File: src/hw/rtl/dsp_pkg.sv
// ----------------------------------------------------------------------------
// dsp_pkg
// shared types and constants of the shortest path engine
// ----------------------------------------------------------------------------
package dsp_pkg;

    localparam int SLOTS         = 16;
    localparam int NODE_W        = 4;
    localparam int WEIGHT_W      = 16;
    localparam int COST_W        = 20;
    localparam int ADJ_AW        = 2 * NODE_W;
    localparam int ADJ_DEPTH     = SLOTS * SLOTS;
    localparam int NODES_DEFAULT = 16;

    localparam logic [COST_W-1:0] COST_MAX = {COST_W{1'b1}};

    localparam logic OP_WRITE = 1'b0;
    localparam logic OP_QUERY = 1'b1;

    typedef enum logic [1:0] {
        S_IDLE,
        S_SEL,
        S_RELAX,
        S_PATH
    } t_state;

    typedef struct packed {
        logic                en;
        logic [ADJ_AW-1:0]   addr;
        logic [WEIGHT_W-1:0] data;
    } t_adj_wr;

endpackage

File: src/hw/rtl/dsp_cost_unit.sv
// ----------------------------------------------------------------------------
// dsp_cost_unit
// shared saturating add and compare used by selection and relaxation
// ----------------------------------------------------------------------------
module dsp_cost_unit (
    input  logic [dsp_pkg::COST_W-1:0]   i_base,
    input  logic [dsp_pkg::WEIGHT_W-1:0] i_step,
    input  logic [dsp_pkg::COST_W-1:0]   i_ref,
    output logic [dsp_pkg::COST_W-1:0]   o_sum,
    output logic                         o_less
);

    logic [dsp_pkg::COST_W:0] sum_wide;

    assign sum_wide = {1'b0, i_base}
                    + {{(dsp_pkg::COST_W + 1 - dsp_pkg::WEIGHT_W){1'b0}}, i_step};
    assign o_sum    = sum_wide[dsp_pkg::COST_W] ? dsp_pkg::COST_MAX
                                                : sum_wide[dsp_pkg::COST_W-1:0];
    assign o_less   = o_sum < i_ref;

endmodule

File: config.mk
export PLATFORM = sky130hd
export DESIGN_NAME = dsp_cost_unit
export DESIGN_NICKNAME = d
export VERILOG_FILES = /design/src/hw/rtl/dsp_pkg.sv /design/src/hw/rtl/dsp_cost_unit.sv
export SDC_FILE = /design/constraint.sdc
export NUM_CORES = 1
export LEC_CHECK = 0
export ABC_AREA = 1
export BUFFER_PORTS_ARGS = -buffer_cell sky130_fd_sc_hd__buf_2
export CORE_UTILIZATION = 40
export DETAILED_ROUTE_END_ITERATION = 7
export PLACE_DENSITY_LB_ADDON = 0.1
export SYNTH_ARGS = -nofsm -noshare
export SYNTH_HDL_FRONTEND = slang
export SYNTH_SLANG_ARGS = --single-unit
File: constraint.sdc
create_clock -name vclk -period 6.7
set_input_delay 0.335 -clock vclk [all_inputs]
set_output_delay 0.335 -clock vclk [all_outputs]
set_load 0.01 [all_outputs]
# After elaboration in Yosys (flattened, before gate mapping)
# Index checks and enable logic that the tools add are counted.
[totals]
register_bits = 0
wordCells = 3
[op_classes]
add_sub_neg = 1
magnitude_cmp = 1
muxes = 1
[ops]
columns = ["operator", "n"]
rows = [
  ["$add A20 B16 Y21", 1],
  ["$lt A20 B20 Y1", 1],
  ["$mux W20", 1],
]

# Logic depth before layout (Yosys ltp)
[depth]
word_depth = 3
depth_mapped = 19
mapped_depth_nobuf = 19

# Worst setup path after synthesis
# OpenSTA, ideal clock, no wires.
[synth_path]
path_kind = "input to output"
from = "input port i_base[0] (netlist bit)"
to = "output port o_less"
arrival_ns = 2.997
setup_slack_ns = 3.368
path_stages = 18
path_buffers = 1
path_cell_list = "ha_1 fa_1 nand3_1 nand3_1 nand3_1 nand3_2 a21boi_1 buf_2 a21boi_1 o21ai_1 ha_1 nand2_1 nor2_1 a211oi_1 nor2_1 nor3_1 o211ai_1 a21oi_1"
[synth_via]
elab_chain_cells = 3
[synth_rtl]
columns = ["item", "line", "source"]
rows = [
  ["from (decl)", "dsp_cost_unit.sv:6", "input logic [dsp_pkg::COST_W-1:0] i_base,"],
  ["$add A20 B16 Y21", "dsp_cost_unit.sv:16", "+ {{(dsp_pkg::COST_W + 1 - dsp_pkg::WEIGHT_W){1'b0}}, i_step};"],
  ["$mux W20", "dsp_cost_unit.sv:17", "assign o_sum = sum_wide[dsp_pkg::COST_W] ? dsp_pkg::COST_MAX"],
  ["named net o_sum, one bit", "dsp_cost_unit.sv:9", "output logic [dsp_pkg::COST_W-1:0] o_sum,"],
  ["$lt A20 B20 Y1", "dsp_cost_unit.sv:19", "assign o_less = o_sum < i_ref;"],
  ["to (decl)", "dsp_cost_unit.sv:10", "output logic o_less"],
]
# The timed path passes the listed nets, and every way through them passes these cells.

# Worst setup path after layout
[layout_path]
from = "input port i_base[0] (netlist bit)"
to = "output port o_less"
[layout_via]
elab_chain_cells = 3
[layout_rtl]
columns = ["item", "line"]
rows = [
  ["$add A20 B16 Y21", "dsp_cost_unit.sv:16"],
  ["$mux W20", "dsp_cost_unit.sv:17"],
  ["$lt A20 B20 Y1", "dsp_cost_unit.sv:19"],
]
# Every way passes these cells.

==> metrics <==
post-route ant nets=0; Finished Cell Area=0.00197 mm^2; DRC viols=0; Slew headroom=63.0%; starting density of the core=roughly two fifths; Vias=~1,900; Slew Limit Fails=0; via/cell ratio=a little under 5; Total Wirelength=about 4000 um; setup_tns=0 ps; crit end category=output port; Crit Path Max Fanout=13; Avg WL per Cell=roughly 11 um; crit-path max cell delay=460 ps; Final Setup Violations=0; vias in the first global route=1,690; Worst IR Drop VDD=0.0440 mV; MaxCap Viol Count=0; Ys Warns=0; Post-DP Area=a little under 0.002 mm^2; CTS hold repair buffers=0; Area growth, synth to finish=29.1%; CP most frequent cell=nand3_1; PwrDens=approximately 100 mW/mm^2; Pre-Repair DR Iteration Count=4; Worst path depth=19; IO Count=between 70 and 80; first-pass GRT wire length=approximately 7000 um; CP Launch Point=i_base[0]; postcts setup bufs=0; DP HPWL=roughly 3700 um; Seq cells=0; status=finished, final reports clean; Required @ worst endpoint=6360 ps; Worst Setup EP=o_less; nets=roughly 430; M2 GR Usage=between 30% and 40%; sequential share of the synthesized area=0%; gr busiest metal=met2; Post-Syn Area=around 0.0015 mm^2; WS Path Type=input port to output port; gr usage total=20.5%; post-CTS sizing=0; core area=between 0.003 and 0.004 mm^2; RSZ-0062 raised after global routing=false; Final Hold Viols=0; share of post-route cells with drive strength above 1=between 20% and 30%; total area of sequential cells=0 um^2; I/O Buffers=77; 1st-iter DRT viols=47; largest net degree at the start of global routing=14; GR Util met1=between 20 and 30%; Cell Chain, Critical Path=buf_2, ha_1, fa_1, nand3_1, nand3_1, nand3_1, nand3_2, a21boi_1, buf_4, a21boi_1, o21ai_1, ha_1, nand2_1, or2_2, nand2_1, a41oi_1, o211ai_1, a21oi_1, buf_2; die height=roughly 64 um; routability cong.=between 0.8 and 0.9; initial antenna violation count=0; Distinct cells, synth=35; total leakage power=1.24 nW; antenna diode count=0; global route total overflow=0; GRT met3 Usage=less than 1%; HP Class=input port to output port; final critical-path required period=between 4000 and 5000 ps; Startpoint Class=input port; Cells after Synth=about 260; fmax=about 240 MHz; clkbuf count=0; worst slew pin tran=554 ps; Slowest-stage cell, CP=a21boi_1; die area=0.00406 mm^2; Syn Nets=~350; Placement Rows=22; Die Wd=between 60 and 70 um; Post-Syn Area per Cell=slightly below 6 um^2; CP bufs+invs=3; WHS=1050 ps; dominant delay contributor by cell family on the critical path=compound AO/OA/AOI/OAI gates; fin crit share=around three fifths; critical path arrival=about 3800 ps
## layer usage
metal | wire [um] | share of wire [%] | up-vias
li1 | - | - | 1020
met1 | 2090 | 52 | 792
met2 | 1770 | 44 | 45
met3 | 181 | 4.5 | 0
met4 | 0 | 0 | 0
met5 | 0 | 0 | -
## cell families (layout without fill, tap and decap cells)
kind of cell	Yosys count	after routing	synth area share [%]
AOI/OAI and AO/OA	44	44	18.3
xor gates and xnor gates	4	4	2.30
adders and majority gates	36	36	30.0
buffers and inverters	51	127	12.7
and+or+nand+nor	124	124	36.6
## synth_stat cells, drive strengths merged, types with 3 or more instances
cell type | number | share of area, %
nand3 | 24 | 8.2
nand2 | 67 | 17
a31oi | 3 | 1.2
nand4 | 5 | 2.1
nor2 | 13 | 3.4
o21ai | 8 | 3.4
ha | 35 | 29
inv | 49 | 12
or2 | 8 | 3.3
a21boi | 3 | 1.5
a21oi | 21 | 7.1
## worst min path at each step
stage / from / endpoint / slack (ps) / cells past startpoint
after CTS: i_base[18] / o_sum[18] / 1050 / 4
final: i_base[19] / o_sum[19] / 1050 / 4
after global placement: i_base[18] / o_sum[18] / 1050 / 4
after detailed placement: i_base[18] / o_sum[18] / 1050 / 4
after global routing: i_base[18] / o_sum[18] / 1070 / 4
after floorplan: i_base[18] / o_sum[18] / 820 / 2
## report_power, final
| part | internal [mW] | total (mW) | switching [mW] | leakage, nW |
|---|---|---|---|---|
| sequential | 0 | 0 | 0 | 0 |
| combinational | 0.0860 | 0.201 | 0.115 | 1.24 |
| clock | 0 | 0 | 0 | 0 |
| total | 0.0860 | 0.201 | 0.115 | 1.24 |
## placed cells by master (no fill, tap or decap), types with 3 or more instances in the layout
master,count
a21oi_1,20
ha_1,35
or2_2,7
buf_2,77
o21ai_0,5
nand4_1,5
nand2_1,65
nand3_1,23
a31oi_1,3
nor2_1,12
inv_1,48
a21boi_1,3
## final cells by class
| type | instances | area, um^2 |
|---|---|---|
| fill | 411 | 1690 |
| tap | 48 | 60.1 |
| timing repair buffer | 78 | 393 |
| multi-input combinational | 208 | 1330 |
| inverter | 49 | 184 |
## per-stage QoR
step	total power [mW]	cells	worst slack [ps]	utilization, %
floorplan	0.136	259	3370	-
global placement	0.201	383	2740	53.7
detailed placement	0.201	383	2580	53.7
CTS	0.203	383	2580	53.7
global route	0.231	383	2210	53.7
finish	0.201	383	2590	53.7
## worst min-delay path: cells and delay by family
| kind | cells | cell delay (ps) |
|---|---|---|
| buffers and inverters | 2 | 240 |
| AND/OR/NAND/NOR | 2 | 150 |
Power figures use the tool's default switching activity.
