`src/hw/rtl/dsp_pkg.sv`:
```
// ----------------------------------------------------------------------------
// dsp_pkg
// shared types and constants of the shortest path engine
// ----------------------------------------------------------------------------
package dsp_pkg;

    localparam int SLOTS         = 16;
    localparam int NODE_W        = 4;
    localparam int WEIGHT_W      = 16;
    localparam int COST_W        = 20;
    localparam int ADJ_AW        = 2 * NODE_W;
    localparam int ADJ_DEPTH     = SLOTS * SLOTS;
    localparam int NODES_DEFAULT = 16;

    localparam logic [COST_W-1:0] COST_MAX = {COST_W{1'b1}};

    localparam logic OP_WRITE = 1'b0;
    localparam logic OP_QUERY = 1'b1;

    typedef enum logic [1:0] {
        S_IDLE,
        S_SEL,
        S_RELAX,
        S_PATH
    } t_state;

    typedef struct packed {
        logic                en;
        logic [ADJ_AW-1:0]   addr;
        logic [WEIGHT_W-1:0] data;
    } t_adj_wr;

endpackage

```
`src/hw/rtl/dsp_adj_mem.sv`:
```
// ----------------------------------------------------------------------------
// dsp_adj_mem
// edge weight store, one write and one registered read per cycle
// ----------------------------------------------------------------------------
module dsp_adj_mem (
    input  logic                             i_clk,
    input  logic                             i_rst_n,
    input  dsp_pkg::t_adj_wr                 i_wr,
    input  logic [dsp_pkg::ADJ_AW-1:0]       i_raddr,
    output logic [dsp_pkg::WEIGHT_W-1:0]     o_rdata
);

    logic [dsp_pkg::WEIGHT_W-1:0] mem [dsp_pkg::ADJ_DEPTH];
    logic [dsp_pkg::ADJ_DEPTH-1:0] r_valid;
    logic [dsp_pkg::WEIGHT_W-1:0]  r_rdata;
    logic                          r_rvalid;

    always_ff @(posedge i_clk) begin
        if (i_wr.en) begin
            mem[i_wr.addr] <= i_wr.data;
        end
        r_rdata <= mem[i_raddr];
    end

    // entries never written read as no edge
    always_ff @(posedge i_clk) begin
        if (!i_rst_n) begin
            r_valid  <= '0;
            r_rvalid <= 1'b0;
        end else begin
            if (i_wr.en) begin
                r_valid[i_wr.addr] <= 1'b1;
            end
            r_rvalid <= r_valid[i_raddr];
        end
    end

    assign o_rdata  = r_rvalid ? r_rdata : '0;

endmodule

```
`config.mk`:
```
export PLATFORM = sky130hd
export DESIGN_NAME = dsp_adj_mem
export DESIGN_NICKNAME = d
export VERILOG_FILES = /design/src/hw/rtl/dsp_pkg.sv /design/src/hw/rtl/dsp_adj_mem.sv
export SDC_FILE = /design/constraint.sdc
export NUM_CORES = 2
export LEC_CHECK = 0
export BUFFER_PORTS_ARGS = -buffer_cell sky130_fd_sc_hd__buf_4
export CAP_MARGIN = 10
export CORE_AREA = 5 5 534 536
export CTS_BUF_LIST = sky130_fd_sc_hd__clkbuf_4
export DETAILED_ROUTE_END_ITERATION = 12
export DIE_AREA = 0 0 539 541
export GPL_TIMING_DRIVEN = 1
export PLACE_DENSITY = 0.8
export SKIP_CTS_REPAIR_TIMING = 1
export SYNTH_ARGS = -nofsm -noshare
export SYNTH_HDL_FRONTEND = slang
export SYNTH_SLANG_ARGS = --single-unit
export TNS_END_PERCENT = 1
```
`constraint.sdc`:
```
create_clock -name i_clk -period 5.9 [get_ports i_clk]
set_input_delay 1.18 -clock i_clk [delete_from_list [all_inputs] [get_ports i_clk]]
set_output_delay 1.18 -clock i_clk [all_outputs]
set_load 0.02 [all_outputs]
```
# [Word level (Yosys, flattened, before mapping)]
# Memory sizes are Yosys's and may differ from the RTL's. A register that Yosys moved wholly into a read port is not among the register bits.
# Index checks and enable logic that the tools add are counted.
[word_totals] regBits=257 ramBits=4096 inputBits=35 word_cells=15 n_memories=1
[op_classes] n_lt_le_gt_ge=3 muxes=7 bitwise=1 reduce_logical=1
[memory_table] memory="mem" words=256 width=16 read_ports=1 rd_clocked_by_memory_dff=1 write_ports=1 line_no="dsp_adj_mem.sv:13" text="logic [dsp_pkg::WEIGHT_W-1:0] mem [dsp_pkg::ADJ_DEPTH];"
[ops] op="$or A256 B256 Y256" count=1
[ops] op="$lt A8 B9 Y1 const B" count=2
[ops] op="$mux W16" count=1
[ops] op="$bmux W1 S8" count=1
[ops] op="$demux W1 S8" count=1
[ops] op="$ge A8 B1 Y1 const B" count=1
[ops] op="$mux W1" count=4
[ops] op="$logic_and A1 B1 Y1" count=1

# [Depth between registers and ports, before layout]
[logic_depth] depth_word=5 ltp_mapped=13 depth_no_buf=6

# [Least setup slack after synthesis]
# No wires, ideal clock.
[synth_timing] path_kind="input -> register" from="input i_wr[24] (netlist bit)" to="memory mem[207][0] (netlist bit) (enable)" t_arrival_ns=3.152 required_time_ns=5.510 setup_slack_ns=2.358 path_stages=5 path_buffers=3 path_cell_list="clkbuf_1 or4b_2 clkbuf_1 clkbuf_1 nor2_1"
[synth_via] elab_chain_len=2
[synth_rtl] element="start, declared" line_no="dsp_adj_mem.sv:8" text="input dsp_pkg::t_adj_wr i_wr,"
[synth_rtl] element="$mux W1" line_no="dsp_adj_mem.sv:19" text="if (i_wr.en) begin"
[synth_rtl] element="$mux W1 (implied by the code)" line_no="dsp_adj_mem.sv:20" text="mem[i_wr.addr] <= i_wr.data;"
[synth_rtl] element="end, declared" line_no="dsp_adj_mem.sv:13"
# No other way between the ends.

# [Worst setup path after layout]
[layout_timing] from="register r_rvalid" to="output o_rdata[14] (netlist bit)"
[layout_via] elab_chain_len=1
[layout_rtl] element="start, declared" line_no="dsp_adj_mem.sv:16" text="logic r_rvalid;"
[layout_rtl] element="start signal, assigned" line_no="dsp_adj_mem.sv:34" text="r_rvalid <= r_valid[i_raddr];"
[layout_rtl] element="$mux W16" line_no="dsp_adj_mem.sv:38" text="assign o_rdata = r_rvalid ? r_rdata : '0;"
[layout_rtl] element="end, declared" line_no="dsp_adj_mem.sv:10" text="output logic [dsp_pkg::WEIGHT_W-1:0] o_rdata"
# No other way between the ends.

==> metrics.yaml <==
cells_and_area:
  postLayoutCoreUtil: 0.670
  fillCellCount: 16700
  syn_to_final_growth_pct: 12.7
  ratio_of_cells_with_drive_above_1_in_the_final_layout: 0.372
  design.final.nets: 8649
  stdcell_area_mm2: 0.188
  post_layout_nonfiller_instances: 13100
clock_network:
  cts.clk_slew.worst_paths_ps: 70
  htree_num_levels: 7
  clockRootBuffer: "clkbuf_4"
  cts_tree: "done"
  tritoncts_buffers: 1123
  clk_latency_ps: 1670
  clk_path_buf_depth: 5
  clock_sinks: 4369
global_route:
  grt_pass1_vias: 90500
  groute.usage.overall: 0.310
  global_route.overflow_total: 0
  grt_first_pass_wirelength_mm: 638
  grt_antenna_before_repair: 48
  grt_start_max_net_pins: 224
worst_setup_path:
  worst-r2r-cell-count: 7
  critical_path_buffer_and_inverter_count: 1
  crit_path_start_kind: "register"
  top_cell_family_by_delay_on_the_critical_path: "flip-flops"
  critical_path.cell_chain: "and2_1 -> buf_4"
  r2r_setup_slack_ps: 2900
  crit_path_top_delay_cell: "dfxtp_1"
  critical_path_class: "reg -> out"
  critical_path_required_ps: 4720
  crit-reg2reg-capture: "r_rdata[5]$_DFF_P_"
  max_stage_delay_ps: 880
  critical_path_peak_fanout: 16
  cp_data_arrival_time_ps: 3300
  worstReg2RegStart: "mem[35][5]$_DFFE_PP_"
  worstSetupEndpointType: "output port"
placed_design:
  place_worst_setup_slack_ps: 787
  io_buffers: 50
  dp_hpwl_mm: 265
  post_dp_cell_area_mm2: 0.174
  dp.cells: 11200
  gp_congestion: 0.980
synth:
  ys_async_sr_fraction: 0
  mappedNetlistArea_mm2: 0.167
  synth_seq_area_share: 0.770
  netlist-cell-type-count: 53
  ys_warn_count: 0
  main_flop_type_after_synthesis: "edfxtp_1"
  synth_edf_count: 4096
  syn-mean-instance-area_um2: 22.6
  synth-seq-cells: 4369
  synthCells: 7375
  mappedNetlistNets: 7410
power_and_ir_drop:
  total_leakage_power_nw: 61.2
  power.total_mw: 61.8
  cell_area_power_density_mw_per_mm2: 329
  vdd_drop_max_v: 0.000333
sta:
  fmax_mhz: 223
  min_period_ps: 4480
  layout_setup_ws_ps: 1420
  worst_clock_skew_on_the_final_layout_ps: 161
  tightest_slew_ps: 1510
  setup_violations: 0
  final.period_utilization: 0.759
  grt_setup_unrepaired: "false"
  max_slew_margin: -0.0318
  holdWs_ps: 103
  report.final.hold_viol_count: 0
  finalSetupTns_ps: 0
  finalMaxSlewViolations: 2
detailed_routing:
  route.detailed.drc: 0
  routed_wl_mm: 448
  post_drt_wl_per_cell_um: 34.1
  post_route_antenna_net_violation_count: 0
  via_count: 88200
  vias_per_cell: 6.72
  firstDrtPassIters: 6
  dr.first_iter.drc_count: 13600
floorplanning:
  die_height_um: 541
  die_area_mm2: 0.292
  start_util: 0.595
  row_count: 195
  top_level_ports: 51
  die_x_um: 539
  core_area_mm2: 0.280
outcome:
  violations: "max-capacitance violations, max-slew violations"
  outcome: "complete, but fails checks"
min_path:
  min_path_cells: 2
  kind_of_path_behind_the_tightest_hold_check: "in -> reg"
  hp-start: "i_rst_n"
  end_point_of_the_most_critical_hold_path: "r_valid[168]$_SDFFE_PN0P_"
flow_run:
  max_capacitance_violation_total: 1
[cells in the final DEF, fill, tap and decap left out, drive strengths merged, types with 11 or more instances in the layout]
master and n:
inv 20, clkinv 208, edfxtp 4096, mux2i 329, o21a 256, and2 20
a22oi 120, o21ai 11, nand4 40, dfxtp 273, a32oi 15, a2111oi 18
buf 528, mux4 1171, nor2b 18, nor3 11, bufinv 11, diode 36
nor2 311, clkbuf 1637, o22ai 54, nand3 35, or4 15, o221ai 14
a21oi 13, nand2 58
[worst max-delay path by stage]
| stage | slack (ps) | start | cells after the start | endpoint |
|---|---|---|---|---|
| floorplan | 2360 | i_wr[24] | 5 | mem[207][0]$_DFFE_PP_ |
| global placement | 800 | i_raddr[0] | 9 | r_rdata[9]$_DFF_P_ |
| detailed placement | 790 | i_raddr[0] | 9 | r_rdata[9]$_DFF_P_ |
| CTS | 1270 | r_rvalid$_SDFF_PN0_ | 2 | o_rdata[14] |
| global route | 1410 | r_rvalid$_SDFF_PN0_ | 2 | o_rdata[14] |
| finish | 1420 | r_rvalid$_SDFF_PN0_ | 2 | o_rdata[14] |
[cells in the mapped netlist (35+ instances only)]
cell / instances / area share
a22oi_1: 120 / 0.0054
buf_1: 65 / 0.0015
buf_2: 108 / 0.0032
buf_4: 75 / 0.0034
clkbuf_1: 162 / 0.0036
dfxtp_1: 273 / 0.033
edfxtp_1: 4096 / 0.74
mux2i_1: 329 / 0.020
mux4_2: 1171 / 0.16
nand2_1: 58 / 0.0013
nand3_1: 35 / 0.0011
nand4_1: 40 / 0.0015
nor2_1: 311 / 0.0070
o21a_1: 256 / 0.012
o22ai_1: 54 / 0.0020
[flip-flops by register name, indices dropped and copies added, names as in the netlist]
signal,flops
mem,4096
r_rdata,16
r_valid,256
r_rvalid,1
[logic make-up (layout without fill, tap and decap cells)]
kind of cell | after synthesis | in the layout | synth area share
AO/OA/AOI/OAI | 524 | 524 | 0.0233
buffers and inverters | 432 | 2407 | 0.0130
other | 0 | 36 | 0
flip-flops | 4369 | 4369 | 0.770
multiplexers | 1506 | 1506 | 0.178
AND/OR/NAND/NOR | 544 | 544 | 0.0149
[layer usage]
layer / track usage / up-vias / routed length (um)
li1: - / 34500 / -
met1: 0.389 / 44800 / 144000
met2: 0.472 / 7512 / 213000
met5: 0 / - / 129
met4: 0.204 / 20 / 30100
met3: 0.0991 / 1458 / 59900
[final cells by class]
cell class / instances / area [um2] / share of cell area
sequential: 4369 / 128000 / 0.683
inverter: 4 / 22.5 / 0.000120
clock inverter: 237 / 1210 / 0.00644
antenna: 36 / 90.1 / 0.000479
tap: 3743 / 4680 / 0.0249
timing repair buffer: 542 / 4860 / 0.0259
clock buffer: 1624 / 12200 / 0.0649
multi-input combinational: 2574 / 36400 / 0.194
[report_power, final]
| part | internal [mW] | switching (mW) | leakage, nW | total (mW) |
|---|---|---|---|---|
| sequential | 33.9 | 0.0919 | 39.0 | 34.0 |
| clock | 13.0 | 11.7 | 8.07 | 24.7 |
| combinational | 1.09 | 1.91 | 14.1 | 3.01 |
Power figures use the tool's default switching activity.
